`src/rtl/hpss_pkg.sv`:
```
// Shared types, constants and register codes for the heading PID steering and speed block.
`default_nettype none

package hpss_pkg;

	// Default width of the stored error integral.
	localparam int SUM_WIDTH_DEF = 24;

	// Configuration port geometry.
	localparam int ADDR_WIDTH = 5;
	localparam int DATA_WIDTH = 32;

	// Register reset values.
	localparam logic [11:0] GAIN_P_RST        = 12'd230;
	localparam logic [11:0] GAIN_I_RST        = 12'd0;
	localparam logic [11:0] GAIN_D_RST        = 12'd256;
	localparam logic [8:0]  FACING_RST        = 9'd0;
	localparam logic        GO_FORWARD_RST    = 1'b1;
	localparam logic [15:0] TARGET_PULSES_RST = 16'd1718;
	localparam logic [7:0]  PWM_MAX_RST       = 8'd200;
	localparam logic [7:0]  PWM_MIN_RST       = 8'd80;

	// Heading arithmetic, in degrees and in 1/16 degree.
	localparam logic [9:0]  REVERSE_OFFSET = 10'd180;
	localparam logic [9:0]  FULL_TURN_DEG  = 10'd360;
	localparam logic signed [15:0] HALF_TURN_Q4  = 16'sd2880;
	localparam logic signed [15:0] FULL_TURN_Q4  = 16'sd5760;
	localparam logic signed [15:0] ERR_MAX       = 16'sd4095;
	localparam logic signed [15:0] ERR_MIN       = -16'sd4096;

	// Servo arithmetic: correction is in 1/4096 degree.
	localparam int SERVO_BASE_Q12 = 85 * 4096;
	localparam int SERVO_MIN      = 50;
	localparam int SERVO_MAX      = 150;
	localparam logic [7:0] SERVO_DONE = 8'd90;

	// Register map, index = byte address / 4.
	typedef enum logic [2:0] {
		REG_GAIN_P        = 3'd0,
		REG_GAIN_I        = 3'd1,
		REG_GAIN_D        = 3'd2,
		REG_FACING_DEG    = 3'd3,
		REG_GO_FORWARD    = 3'd4,
		REG_TARGET_PULSES = 3'd5,
		REG_PWM_MAX       = 3'd6,
		REG_PWM_MIN       = 3'd7
	} reg_idx_t;

	// Motor direction codes.
	typedef enum logic [1:0] {
		DIR_STOP    = 2'd0,
		DIR_FORWARD = 2'd1,
		DIR_REVERSE = 2'd2
	} motor_dir_t;

	// Configuration register contents.
	typedef struct packed {
		logic [11:0] gain_p;
		logic [11:0] gain_i;
		logic [11:0] gain_d;
		logic [8:0]  facing_deg;
		logic        go_forward;
		logic [15:0] target_pulses;
		logic [7:0]  pwm_max;
		logic [7:0]  pwm_min;
	} cfg_t;

	// Load strobes of the pipeline stages.
	typedef struct packed {
		logic ld1;
		logic ld2;
		logic ld3;
		logic ld4;
	} pipe_ctl_t;

	// Error stage results handed to the multiply stage.
	typedef struct packed {
		logic              done;
		motor_dir_t        dir;
		logic [7:0]        pwm;
		logic signed [12:0] err;
		logic signed [13:0] deriv;
	} err_res_t;

	// Final result item.
	typedef struct packed {
		logic       done;
		motor_dir_t dir;
		logic [7:0] pwm;
		logic [7:0] servo;
	} out_res_t;

endpackage

`default_nettype wire

```
`src/rtl/hpss_cfg.sv`:
```
// Configuration register file with its APB-style access port.
`default_nettype none

module hpss_cfg import hpss_pkg::*; (
	input  wire logic                  clk,
	input  wire logic                  arst_n,
	input  wire logic                  psel,
	input  wire logic                  penable,
	input  wire logic                  pwrite,
	input  wire logic [ADDR_WIDTH-1:0] paddr,
	input  wire logic [DATA_WIDTH-1:0] pwdata,
	output logic      [DATA_WIDTH-1:0] prdata,
	output cfg_t                       cfg
);

	cfg_t     cfg_q;
	reg_idx_t idx;
	logic     wr_en;

	assign idx   = reg_idx_t'(paddr[4:2]);
	assign wr_en = psel && penable && pwrite;
	assign cfg   = cfg_q;

	// Register writes on the access cycle.
	always_ff @(posedge clk or negedge arst_n) begin
		if (!arst_n) begin
			cfg_q.gain_p        <= GAIN_P_RST;
			cfg_q.gain_i        <= GAIN_I_RST;
			cfg_q.gain_d        <= GAIN_D_RST;
			cfg_q.facing_deg    <= FACING_RST;
			cfg_q.go_forward    <= GO_FORWARD_RST;
			cfg_q.target_pulses <= TARGET_PULSES_RST;
			cfg_q.pwm_max       <= PWM_MAX_RST;
			cfg_q.pwm_min       <= PWM_MIN_RST;
		end else if (wr_en) begin
			unique case (idx)
				REG_GAIN_P:        cfg_q.gain_p        <= pwdata[11:0];
				REG_GAIN_I:        cfg_q.gain_i        <= pwdata[11:0];
				REG_GAIN_D:        cfg_q.gain_d        <= pwdata[11:0];
				REG_FACING_DEG:    cfg_q.facing_deg    <= pwdata[8:0];
				REG_GO_FORWARD:    cfg_q.go_forward    <= pwdata[0];
				REG_TARGET_PULSES: cfg_q.target_pulses <= pwdata[15:0];
				REG_PWM_MAX:       cfg_q.pwm_max       <= pwdata[7:0];
				REG_PWM_MIN:       cfg_q.pwm_min       <= pwdata[7:0];
			endcase
		end
	end

	// Read data selection.
	always_comb begin
		prdata = '0;
		unique case (idx)
			REG_GAIN_P:        prdata = DATA_WIDTH'(cfg_q.gain_p);
			REG_GAIN_I:        prdata = DATA_WIDTH'(cfg_q.gain_i);
			REG_GAIN_D:        prdata = DATA_WIDTH'(cfg_q.gain_d);
			REG_FACING_DEG:    prdata = DATA_WIDTH'(cfg_q.facing_deg);
			REG_GO_FORWARD:    prdata = DATA_WIDTH'(cfg_q.go_forward);
			REG_TARGET_PULSES: prdata = DATA_WIDTH'(cfg_q.target_pulses);
			REG_PWM_MAX:       prdata = DATA_WIDTH'(cfg_q.pwm_max);
			REG_PWM_MIN:       prdata = DATA_WIDTH'(cfg_q.pwm_min);
		endcase
	end

endmodule

`default_nettype wire

```
`src/rtl/hpss_err.sv`:
```
// Input register, heading error, integral state and motor duty stage.
`default_nettype none

module hpss_err import hpss_pkg::*; #(
	parameter int SUM_WIDTH = SUM_WIDTH_DEF
) (
	input  wire logic                  clk,
	input  wire logic                  arst_n,
	input  pipe_ctl_t                  ctl,
	input  cfg_t                       cfg,
	input  wire logic                  restart,
	input  wire logic [12:0]           heading,
	input  wire logic [15:0]           pulse_count,
	output err_res_t                   res,
	output logic signed [SUM_WIDTH-1:0] sum
);

	localparam logic signed [SUM_WIDTH:0] SUM_MAX = {2'b00, {(SUM_WIDTH-1){1'b1}}};
	localparam logic signed [SUM_WIDTH:0] SUM_MIN = {2'b11, {(SUM_WIDTH-1){1'b0}}};

	// Input register.
	logic        restart_s1;
	logic [12:0] heading_s1;
	logic [15:0] count_s1;

	// Controller state.
	logic signed [SUM_WIDTH-1:0] sum_q;
	logic signed [12:0]          prev_q;

	// Stage two outputs.
	err_res_t                    res_s2;
	logic signed [SUM_WIDTH-1:0] sum_s2;

	logic                        done;
	logic [9:0]                  sp_raw;
	logic [9:0]                  sp;
	logic signed [15:0]          err_raw;
	logic signed [15:0]          err_w1;
	logic signed [15:0]          err_w2;
	logic signed [12:0]          err;
	logic signed [SUM_WIDTH-1:0] base_sum;
	logic signed [12:0]          base_prev;
	logic signed [SUM_WIDTH:0]   sum_ext;
	logic signed [SUM_WIDTH-1:0] sum_next;
	logic signed [13:0]          deriv;
	logic [15:0]                 remain;
	logic [14:0]                 half;
	logic [7:0]                  pwm_hi;
	logic [7:0]                  pwm;

	always_ff @(posedge clk) begin
		if (ctl.ld1) begin
			restart_s1 <= restart;
			heading_s1 <= heading;
			count_s1   <= pulse_count;
		end
	end

	// Setpoint and heading error, wrapped once and then saturated.
	always_comb begin
		done   = count_s1 >= cfg.target_pulses;
		sp_raw = {1'b0, cfg.facing_deg};
		sp     = sp_raw;
		if (!cfg.go_forward) begin
			sp_raw = {1'b0, cfg.facing_deg} + REVERSE_OFFSET;
			sp     = (sp_raw > FULL_TURN_DEG) ? sp_raw - FULL_TURN_DEG : sp_raw;
		end
		err_raw = $signed({3'b000, heading_s1}) - $signed({2'b00, sp, 4'b0000});
		err_w1  = (err_raw > HALF_TURN_Q4) ? err_raw - FULL_TURN_Q4 : err_raw;
		err_w2  = (err_w1 < -HALF_TURN_Q4) ? err_w1 + FULL_TURN_Q4 : err_w1;
		if (err_w2 > ERR_MAX) begin
			err = ERR_MAX[12:0];
		end else if (err_w2 < ERR_MIN) begin
			err = ERR_MIN[12:0];
		end else begin
			err = err_w2[12:0];
		end
	end

	// Integral update with saturation; restart clears the state first.
	always_comb begin
		base_sum  = restart_s1 ? '0 : sum_q;
		base_prev = restart_s1 ? '0 : prev_q;
		sum_ext   = {base_sum[SUM_WIDTH-1], base_sum} + (SUM_WIDTH+1)'(err);
		if (sum_ext > SUM_MAX) begin
			sum_next = SUM_MAX[SUM_WIDTH-1:0];
		end else if (sum_ext < SUM_MIN) begin
			sum_next = SUM_MIN[SUM_WIDTH-1:0];
		end else begin
			sum_next = sum_ext[SUM_WIDTH-1:0];
		end
		deriv = 14'(err) - 14'(base_prev);
	end

	// Motor duty: half the remaining pulses, upper clamp then lower clamp.
	always_comb begin
		remain = cfg.target_pulses - count_s1;
		half   = remain[15:1];
		pwm_hi = (half > {7'd0, cfg.pwm_max}) ? cfg.pwm_max : half[7:0];
		pwm    = (pwm_hi < cfg.pwm_min) ? cfg.pwm_min : pwm_hi;
	end

	// State update as the item leaves the input register.
	always_ff @(posedge clk or negedge arst_n) begin
		if (!arst_n) begin
			sum_q  <= '0;
			prev_q <= '0;
		end else if (ctl.ld2) begin
			if (done) begin
				sum_q  <= base_sum;
				prev_q <= base_prev;
			end else begin
				sum_q  <= sum_next;
				prev_q <= err;
			end
		end
	end

	always_ff @(posedge clk) begin
		if (ctl.ld2) begin
			res_s2.done  <= done;
			res_s2.dir   <= done ? DIR_STOP : (cfg.go_forward ? DIR_FORWARD : DIR_REVERSE);
			res_s2.pwm   <= done ? 8'd0 : pwm;
			res_s2.err   <= err;
			res_s2.deriv <= deriv;
			sum_s2       <= sum_next;
		end
	end

	assign res = res_s2;
	assign sum = sum_s2;

endmodule

`default_nettype wire

```
`src/rtl/hpss_mix.sv`:
```
// PID products, correction sum and servo angle output register.
`default_nettype none

module hpss_mix import hpss_pkg::*; #(
	parameter int SUM_WIDTH = SUM_WIDTH_DEF
) (
	input  wire logic                   clk,
	input  pipe_ctl_t                   ctl,
	input  cfg_t                        cfg,
	input  err_res_t                    res_in,
	input  wire logic signed [SUM_WIDTH-1:0] sum,
	output out_res_t                    res
);

	localparam int CW = SUM_WIDTH + 16;
	localparam int QW = CW - 12;

	// Stage three: products.
	logic               done_s3;
	motor_dir_t         dir_s3;
	logic [7:0]         pwm_s3;
	logic signed [25:0] pp_s3;
	logic signed [SUM_WIDTH+12:0] pi_s3;
	logic signed [26:0] pd_s3;

	// Stage four: result register.
	out_res_t res_s4;

	logic signed [CW-1:0] corr;
	logic signed [CW-1:0] num;
	logic signed [QW-1:0] quo;
	logic signed [QW-1:0] quo_t;
	logic [7:0]           servo;

	always_ff @(posedge clk) begin
		if (ctl.ld3) begin
			done_s3 <= res_in.done;
			dir_s3  <= res_in.dir;
			pwm_s3  <= res_in.pwm;
			pp_s3   <= $signed({1'b0, cfg.gain_p}) * $signed(res_in.err);
			pi_s3   <= $signed({1'b0, cfg.gain_i}) * sum;
			pd_s3   <= $signed({1'b0, cfg.gain_d}) * $signed(res_in.deriv);
		end
	end

	// Servo angle: base minus correction, divided by 4096 toward zero, clamped.
	always_comb begin
		corr  = CW'(pp_s3) + CW'(pi_s3) + CW'(pd_s3);
		num   = $signed(CW'(SERVO_BASE_Q12)) - corr;
		quo   = num[CW-1:12];
		quo_t = (num[CW-1] && (num[11:0] != 12'd0)) ? quo + QW'(1) : quo;
		if (quo_t < $signed(QW'(SERVO_MIN))) begin
			servo = 8'(SERVO_MIN);
		end else if (quo_t > $signed(QW'(SERVO_MAX))) begin
			servo = 8'(SERVO_MAX);
		end else begin
			servo = quo_t[7:0];
		end
	end

	always_ff @(posedge clk) begin
		if (ctl.ld4) begin
			res_s4.done  <= done_s3;
			res_s4.dir   <= dir_s3;
			res_s4.pwm   <= pwm_s3;
			res_s4.servo <= done_s3 ? SERVO_DONE : servo;
		end
	end

	assign res = res_s4;

endmodule

`default_nettype wire

```
`src/rtl/heading_pid_steer_and_speed_top.sv`:
```
// Top level of the heading PID steering and speed controller.
// One control tick per request: the block takes a new tick every clock cycle while the output
// is not stalled and returns one result per tick, through the input register, error and integral
// stage, multiply stage and result register. The rate is set by the integral register, which adds
// and saturates each tick's error so the next tick sees it at once. Result requests are returned
// in order; a stalled output holds the pipeline behind it and the input stays ready as long as
// any stage is free. The user must write configuration through the APB port only while no tick
// is in flight; the block itself does not enforce it. No memory needs clearing after reset.
`default_nettype none

module heading_pid_steer_and_speed_top import hpss_pkg::*; #(
	parameter int SUM_WIDTH = SUM_WIDTH_DEF
) (
	input  wire logic                  clk,
	input  wire logic                  arst_n,
	// Configuration port.
	input  wire logic                  psel,
	input  wire logic                  penable,
	input  wire logic                  pwrite,
	input  wire logic [ADDR_WIDTH-1:0] paddr,
	input  wire logic [DATA_WIDTH-1:0] pwdata,
	output logic      [DATA_WIDTH-1:0] prdata,
	output logic                       pready,
	// Tick requests.
	input  wire logic                  s_tvalid,
	output logic                       s_tready,
	input  wire logic [31:0]           s_tdata,  // heading [12:0], pulse_count [28:13]
	input  wire logic                  s_tuser,  // restart [0]
	// Results.
	output logic                       m_tvalid,
	input  wire logic                  m_tready,
	output logic [23:0]                m_tdata,  // servo_angle [7:0], pwm_duty [15:8], motor_dir [17:16]
	output logic                       m_tuser   // done_res [0]
);

	cfg_t      cfg;
	pipe_ctl_t ctl;
	err_res_t  err_res;
	out_res_t  out_res;
	logic signed [SUM_WIDTH-1:0] sum;

	logic v_s1_q, v_s2_q, v_s3_q, v_s4_q;
	logic rdy1, rdy2, rdy3, rdy4;

	assign pready = 1'b1;

	// Stage handshake: each stage loads when it is empty or moving on.
	always_comb begin
		rdy4    = !v_s4_q || m_tready;
		rdy3    = !v_s3_q || rdy4;
		rdy2    = !v_s2_q || rdy3;
		rdy1    = !v_s1_q || rdy2;
		ctl.ld1 = s_tvalid && rdy1;
		ctl.ld2 = v_s1_q && rdy2;
		ctl.ld3 = v_s2_q && rdy3;
		ctl.ld4 = v_s3_q && rdy4;
	end

	always_ff @(posedge clk or negedge arst_n) begin
		if (!arst_n) begin
			v_s1_q <= 1'b0;
			v_s2_q <= 1'b0;
			v_s3_q <= 1'b0;
			v_s4_q <= 1'b0;
		end else begin
			if (ctl.ld1) begin
				v_s1_q <= 1'b1;
			end else if (ctl.ld2) begin
				v_s1_q <= 1'b0;
			end
			if (ctl.ld2) begin
				v_s2_q <= 1'b1;
			end else if (ctl.ld3) begin
				v_s2_q <= 1'b0;
			end
			if (ctl.ld3) begin
				v_s3_q <= 1'b1;
			end else if (ctl.ld4) begin
				v_s3_q <= 1'b0;
			end
			if (ctl.ld4) begin
				v_s4_q <= 1'b1;
			end else if (m_tready) begin
				v_s4_q <= 1'b0;
			end
		end
	end

	hpss_cfg u_cfg (
		.clk     (clk),
		.arst_n  (arst_n),
		.psel    (psel),
		.penable (penable),
		.pwrite  (pwrite),
		.paddr   (paddr),
		.pwdata  (pwdata),
		.prdata  (prdata),
		.cfg     (cfg)
	);

	hpss_err #(
		.SUM_WIDTH (SUM_WIDTH)
	) u_err (
		.clk         (clk),
		.arst_n      (arst_n),
		.ctl         (ctl),
		.cfg         (cfg),
		.restart     (s_tuser),
		.heading     (s_tdata[12:0]),
		.pulse_count (s_tdata[28:13]),
		.res         (err_res),
		.sum         (sum)
	);

	hpss_mix #(
		.SUM_WIDTH (SUM_WIDTH)
	) u_mix (
		.clk    (clk),
		.ctl    (ctl),
		.cfg    (cfg),
		.res_in (err_res),
		.sum    (sum),
		.res    (out_res)
	);

	assign s_tready = rdy1;
	assign m_tvalid = v_s4_q;
	assign m_tdata  = {6'd0, out_res.dir, out_res.pwm, out_res.servo};
	assign m_tuser  = out_res.done;

endmodule

`default_nettype wire

```
`config.mk`:
```
export PLATFORM = sky130hd
export DESIGN_NAME = heading_pid_steer_and_speed_top
export DESIGN_NICKNAME = d
export VERILOG_FILES = /design/src/rtl/hpss_pkg.sv /design/src/rtl/hpss_cfg.sv /design/src/rtl/hpss_err.sv /design/src/rtl/hpss_mix.sv /design/src/rtl/heading_pid_steer_and_speed_top.sv
export SDC_FILE = /design/constraint.sdc
export NUM_CORES = 2
export LEC_CHECK = 0
export ABC_AREA = 1
export BUFFER_PORTS_ARGS = -buffer_cell sky130_fd_sc_hd__buf_4
export CORE_ASPECT_RATIO = 2
export CORE_UTILIZATION = 45
export CTS_CLUSTER_SIZE = 16
export DETAILED_ROUTE_END_ITERATION = 6
export GPL_ROUTABILITY_DRIVEN = 1
export MAX_ROUTING_LAYER = met4
export SLEW_MARGIN = 0
export SYNTH_ARGS = -nofsm -noshare
export SYNTH_HDL_FRONTEND = slang
export SYNTH_SLANG_ARGS = --single-unit
```
`constraint.sdc`:
```
create_clock -name clk -period 9.64 [get_ports clk]
set_input_delay 1.928 -clock clk [delete_from_list [all_inputs] [get_ports clk]]
set_output_delay 1.928 -clock clk [all_outputs]
set_load 0.02 [all_outputs]
```
======== Word-level counts from Yosys, hierarchy flattened ========
Index checks and enable logic that the tools add are counted.
operators by class
  add/sub/neg operators ................... 12
  multipliers ............................. 3
  $lt $le $gt $ge ......................... 12
  eq/ne operators ......................... 7
  muxes and demuxes ....................... 27
  reduce and logical (&&, ||, !) cells .... 31
operator list
  kind                      number
  $pmux W32 S8              1
  $mux W24                  4
  $mux W13                  4
  $sub A20 B40 Y40 const A  1
  $add A38 B27 Y39          1
  $add A26 B37 Y38          1
  $mul A13 B24 Y37          1
  $gt A16 B13 Y1 const B    2
  $lt A16 B13 Y1 const B    2
  $mux W16                  2
  $add A28 B2 Y28 const B   1
  $gt A28 B9 Y1 const B     1
  $lt A28 B7 Y1 const B     1
  $mux W28                  1
  $mul A13 B14 Y27          1
  $mul A13 B13 Y26          1
  $add A24 B13 Y25          1
  $gt A25 B24 Y1 const B    1
  $lt A25 B24 Y1 const B    1
  $mux W8                   3
  $mux W10                  2
  $add A16 B14 Y16 const B  1
  $ge A16 B16 Y1            1
  $reduce_and A2 Y1         8
  other kinds (23)          49
storage, ports and cells
  flip-flop bits (word level) ............. 331
  bits of input ports ..................... 77
  output and inout port bits .............. 60
  logic and storage cells ................. 127

======== Depth between registers and ports, before layout ========
  depth after elaboration ................. 17
  gate-level depth with buffers ........... 63
  mapped depth without buffers ............ 60

======== Cells and area by module ========
Synthesis repeated with hierarchy kept, for this count alone.
second synthesis, totals
  cells, all modules ...................... 5940
  area total of the unflattened synthesis .. 46211.8 um2
modules (own cells, without submodules)
  module                           times used  cells an instance  area each (um2)  sequential area each (um2)
  hpss_mix                         1           4059               31811.8          3603.5
  hpss_err                         1           1391               10303.6          3688.5
  hpss_cfg                         1           457                3852.4           1975.6
  heading_pid_steer_and_speed_top  1           33                 244.0            100.1

======== Least setup slack after synthesis ========
No wires, ideal clock.
  path kind ............................... flip-flop to flip-flop
  from .................................... register u_cfg.cfg_q, in the netlist u_cfg.cfg[35]
  to ...................................... register u_err.sum_s2[12] (netlist: u_err.sum[12]), data pin
  library setup time ...................... 0.256 ns
  arrival ................................. 6.653 ns
  data required time ...................... 9.384 ns
  slack ................................... 2.731 ns
  cell stages (with the launch flop) ...... 54
  buffers on the path ..................... 3
  clock period less this slack ............ 6.909 ns
  cells stage by stage .................... dfrtp_1 > ha_1 > inv_1 > nor2_1 > nor2_2 > nand3_1 > nand2_1 > nand2_2 > nand2_4 > inv_1 > nor2_1 > o21ai_0 > o21ai_0 > ha_1 > a21oi_1 > nor2_1 > nor2_1 > o31ai_4 > [18 not listed] > inv_1 > o21ai_0 > inv_1 > ha_1 > nand3_1 > and2_1 > nor2_1 > o21ai_0 > nand2_1 > nand2_1 > nand2_1 > nand4_1 > nand4_1 > nand2_2 > nand2_4 > buf_12 > nand2_2 > nand2_1
between the ends
  longest elaborated chain between the ends .. 16
  elaborated cells on any way between the ends .. 21
  classes of those cells .................. add/sub (6); order compare (7); mux (8)
RTL lines
  what                                                       line             RTL
  start: declaration                                         hpss_cfg.sv:16   cfg_t cfg_q;
  $add A9 B8 Y10                                             hpss_err.sv:65   sp_raw = {1'b0, cfg.facing_deg} + REVERSE_OFFSET;
  $sub A10 B9 Y10 / $gt A10 B9 Y1 (equally long branches)    hpss_err.sv:66   sp = (sp_raw > FULL_TURN_DEG) ? sp_raw - FULL_TURN_DEG : sp_raw;
  $mux W10                                                   hpss_err.sv:66
  $mux W10 *                                                 hpss_err.sv:64   if (!cfg.go_forward) begin
  $sub A13 B14 Y15 *                                         hpss_err.sv:68   err_raw = $signed({3'b000, heading_s1}) - $signed({2'b00, sp, 4'b0000});
  $sub A16 B14 Y16 / $gt A16 B13 Y1 (equally long branches)  hpss_err.sv:69   err_w1 = (err_raw > HALF_TURN_Q4) ? err_raw - FULL_TURN_Q4 : err_raw;
  $mux W16 *                                                 hpss_err.sv:69
  $add A16 B14 Y16 / $lt A16 B13 Y1 (equally long branches)  hpss_err.sv:70   err_w2 = (err_w1 < -HALF_TURN_Q4) ? err_w1 + FULL_TURN_Q4 : err_w1;
  [2 not listed]                                             n/a
  $mux W13                                                   hpss_err.sv:73   end else if (err_w2 < ERR_MIN) begin
  $mux W13 *                                                 hpss_err.sv:71   if (err_w2 > ERR_MAX) begin
  via u_err.err[1]                                           hpss_err.sv:40   logic signed [12:0] err;
  $add A24 B13 Y25 *                                         hpss_err.sv:84   sum_ext = {base_sum[SUM_WIDTH-1], base_sum} + (SUM_WIDTH+1)'(err);
  $lt A25 B24 Y1                                             hpss_err.sv:87   end else if (sum_ext < SUM_MIN) begin
  $mux W24                                                   hpss_err.sv:87
  $mux W24 *                                                 hpss_err.sv:85   if (sum_ext > SUM_MAX) begin
  via u_err.sum_next[12]                                     hpss_err.sv:44   logic signed [SUM_WIDTH-1:0] sum_next;
  end signal: assignment                                     hpss_err.sv:126  sum_s2 <= sum_next;
  end: declaration                                           hpss_err.sv:32   logic signed [SUM_WIDTH-1:0] sum_s2;
Mark *: on every way through the listed nets, which the timed path passes. The rest lies on a longest branch.
A chain may end at the register's enable or synchronous reset.

======== Final worst setup path ========
  from .................................... register u_cfg.cfg_q, in the netlist u_cfg.cfg[35]
  to ...................................... register u_err.sum_s2[2] (netlist: u_err.sum[2]), data pin
The elaborated chain is that of the path after synthesis.

==> impl_metrics.yaml <==
placed_design:
  detailed_placement_wirelength_estimate_mm: 99.9
  placed_cells: 6628
  numPortBuffers: 92
  gpl.final_weighted_congestion: 0.963
  dp_worst_setup_slack_ps: 999
worst_setup_path:
  timing_worst_setup_path_type: "reg2reg"
  path_max_fanout: 23
  critical_path_cell_count: 50
  critical_path_required_ps: 9950
  reg2reg_setup_slack_ps: 890
  worst-endpoint-arrival_ps: 9060
  setup.worst_path.start: "u_cfg.cfg[35]"
  worst_r2r_path_depth: 50
  worst_path_max_stage_delay_ps: 480
  cpMostUsedCell: "nand2_1"
  crit_family: "simple AND/OR/NAND/NOR gates"
  critPathLaunchType: "register"
  rr_endpoint: "u_err.sum[2]"
  slowest_stage: "dfrtp_1"
  endpoint_kind: "register"
  crit_end: "u_err.sum[2]"
  rr_startpoint: "u_cfg.cfg[35]"
  crit_buf_inv: 5
grt:
  grt_max_degree: 73
  antenna_violations_before_repair: 2
  grt_pass1_vias: 36789
  grt.total_usage: 0.261
  grt_first_pass_wirelength_mm: 193
  grt_remaining_overflow: 0
synth:
  main_combinational_cell_family_by_area_after_synthesis: "adder cells"
  post_synth_and_or_nand_nor_area_fraction: 0.190
  synth_mux_area_frac: 0
  count_of_flip_flops_with_a_built_in_enable_after_synthesis: 212
  synth_warnings: 0
  synth_async_sr_flop_share: 0.360
  most_instantiated_flip_flop_cell_in_the_synthesis_netlist: "edfxtp_1"
  synth.ff_latch_count: 331
  ys_seq_area_frac: 0.213
  synthesis.area_per_instance_um2: 8.07
  synth-compound-area-share: 0.0725
  yosys.cell_types.count: 66
  post_synth_instance_area_um2: 44000
  synth_adder_area_share: 0.358
  synth_cells: 5457
  synth-xor-area-share: 0.0357
timing:
  layout_worst_path_cycle_share: 0.908
  worst_slew_margin_rel: 0.209
  tightest_slew_ps: 1190
  fin_worst_setup_slack_ps: 887
  clock_skew_ps: 76.0
  hold_viol: 0
  timing.setup.tns_ps: 0
  drv_slew: 0
  fmaxAchievable_mhz: 114
  grt_setup_unrepaired: "false"
  setup_viol: 0
  minimum_period_implied_by_the_final_worst_setup_slack_ps: 8750
finish:
  share_of_cells_above_drive_strength_1: 0.0611
  nNetsFinal: 6431
  fillers: 9552
  syn2layout_area_growth_pct: 6.45
  finish.cell_count_without_fillers: 6695
min_path:
  hold-path-cell-count: 0
  hold_wc_path_type: "reg2reg"
floorplanning:
  die-width_um: 223
  floorplan.initialDensity: 0.453
  die_outline_area_um2: 99200
  die-height_um: 444
  core-area_um2: 97300
  io-pin-count: 137
  row_count: 162
clock_tree:
  cts_hold_repair.buffers: 0
  cts_resized: 0
  clock_tree_from_tritoncts: "done"
  cts_setup_buffers: 0
  insertion_delay_ps: 640
  cts_clock_pin_slew_for_the_worst_setup_and_hold_paths_ps: 70
  clock_sinks: 331
  cts-buffers-inserted: 36
  number_of_h_tree_branching_levels: 2
  root_buffer: "clkbuf_16"
  cts.path.max_buffers: 3
routing:
  route.detailed.wl_per_inst_um: 18.1
  via_per_inst: 5.16
  drc: 0
  route.antenna.remaining_nets: 0
  vias: 34536
  totalWireLength_mm: 121
  drtIter0Drc: 1525
  first_pass_iters: 6
run_status:
  run_status: "finished, final reports clean"
flow_run:
  cap_viol_max_count: 0
-- per-stage QoR --
| step | utilization | cell area (um2) | hold WS [ps] |
|---|---|---|---|
| 2_1_floorplan | - | 44100 | 400 |
| 3_3_place_gp | 0.469 | 45600 | 402 |
| 3_5_place_dp | 0.469 | 45600 | 405 |
| 4_1_cts | 0.482 | 46900 | 419 |
| 5_1_grt | 0.482 | 46900 | 426 |
| 6_report | 0.482 | 46900 | 415 |
-- cell usage in the layout, fill, tap and decap left out, types with 12 or more instances in the layout --
cell       instances
a21o_1            15
a21oi_1          241
a31oi_1           14
buf_4            118
clkbuf_16         38
conb_1            23
dfrtp_1          100
dfstp_2           19
edfxtp_1         212
fa_1             568
ha_1             350
inv_1           1279
inv_2             12
nand2_1         1352
nand2_2           38
nand2_4           31
nand3_1          157
nand3_2           12
nand4_1           53
nor2_1           241
nor2_2            12
nor3_1            28
o21ai_0          196
o21bai_1          15
o22ai_1           12
xnor2_1           49
xor2_1           125
-- synth_stat cells (all sizes together), types with 8 or more instances --
master | instances | area share
fa | 568 | 0.26
nand3b | 11 | 0.0019
nor2 | 256 | 0.023
ha | 350 | 0.099
o21bai | 17 | 0.0031
buf | 39 | 0.0072
xnor2 | 50 | 0.010
inv | 1293 | 0.11
xor2 | 127 | 0.026
clkbuf | 156 | 0.013
o2111ai | 11 | 0.0022
nand4 | 53 | 0.0075
dfstp | 19 | 0.011
nor3 | 28 | 0.0032
or2 | 12 | 0.0017
dfrtp | 100 | 0.057
o22ai | 12 | 0.0017
a31oi | 14 | 0.0020
a21o | 15 | 0.0026
and2 | 8 | 0.0011
o21ai | 205 | 0.024
a21oi | 243 | 0.028
edfxtp | 212 | 0.14
nand2 | 1421 | 0.13
nand3 | 172 | 0.022
a221oi | 8 | 0.0016
-- sequential cells by signal, indices dropped and copies added (netlist names) --
register	count
u_mix.dir_s3	2
m_tvalid	1
v_s3_q	1
u_err.heading_s1	13
u_mix.pi_s3	37
v_s2_q	1
u_mix.pp_s3	26
u_err.sum	24
u_err.count_s1	16
u_err.prev_q	13
u_err.restart_s1	1
u_err.sum_q	24
u_mix.res	19
u_err.res	38
u_mix.pwm_s3	8
u_mix.pd_s3	27
u_cfg.cfg	78
u_mix.done_s3	1
v_s1_q	1
-- kinds of logic (layout without fill, tap and decap cells) --
kind of cell	count (synthesis)	in the layout
simple gates	1970	1970
flops	331	331
xor+xnor	177	177
other cells	2	25
compound gates	567	567
buf+inv	1492	1477
fa+ha+maj	918	918
-- layer usage --
layer  vias up  share of wire  GRT usage
met5         -              0          -
met4         0          0.089      0.197
met3       374          0.027     0.0184
met2       809           0.55      0.498
met1     16834           0.33      0.239
li1      16519              -          -
-- worst reg2reg max path, delay by kind of cell, from the launching register on --
kind	cells	cell delay (ps)
and+or+nand+nor	33	4520
AOI/OAI and AO/OA	7	1190
buffers and inverters	5	940
adders and majority gates	4	1170
xor gates and xnor gates	1	120
DFF	1	480
-- area by class of cell --
type / instances / area (um2) / share of cell area
tap: 1230 / 1540 / 0.0328
clock inverter: 23 / 267 / 0.00568
sequential: 331 / 9370 / 0.200
antenna: 2 / 5.00 / 0.000107
multi-input combinational: 3655 / 29000 / 0.618
clock buffer: 42 / 976 / 0.0208
timing repair buffer: 118 / 886 / 0.0189
inverter: 1294 / 4860 / 0.104
-- worst min path at each step --
stage                      end  slack (ps)       startpoint
3_5_place_dp   u_mix.pwm_s3[0]         400    u_err.res[27]
4_1_cts        u_mix.pwm_s3[2]         420    u_err.res[29]
5_1_grt          u_mix.res[15]         430  u_mix.pwm_s3[7]
3_3_place_gp   u_mix.pwm_s3[3]         400    u_err.res[30]
6_report       u_mix.pwm_s3[0]         410    u_err.res[27]
2_1_floorplan  u_mix.dir_s3[0]         400    u_err.res[35]
Power is left out: the tool's default activity adds up to more than one toggle a clock period on the data nets, which glitch-free logic cannot reach.
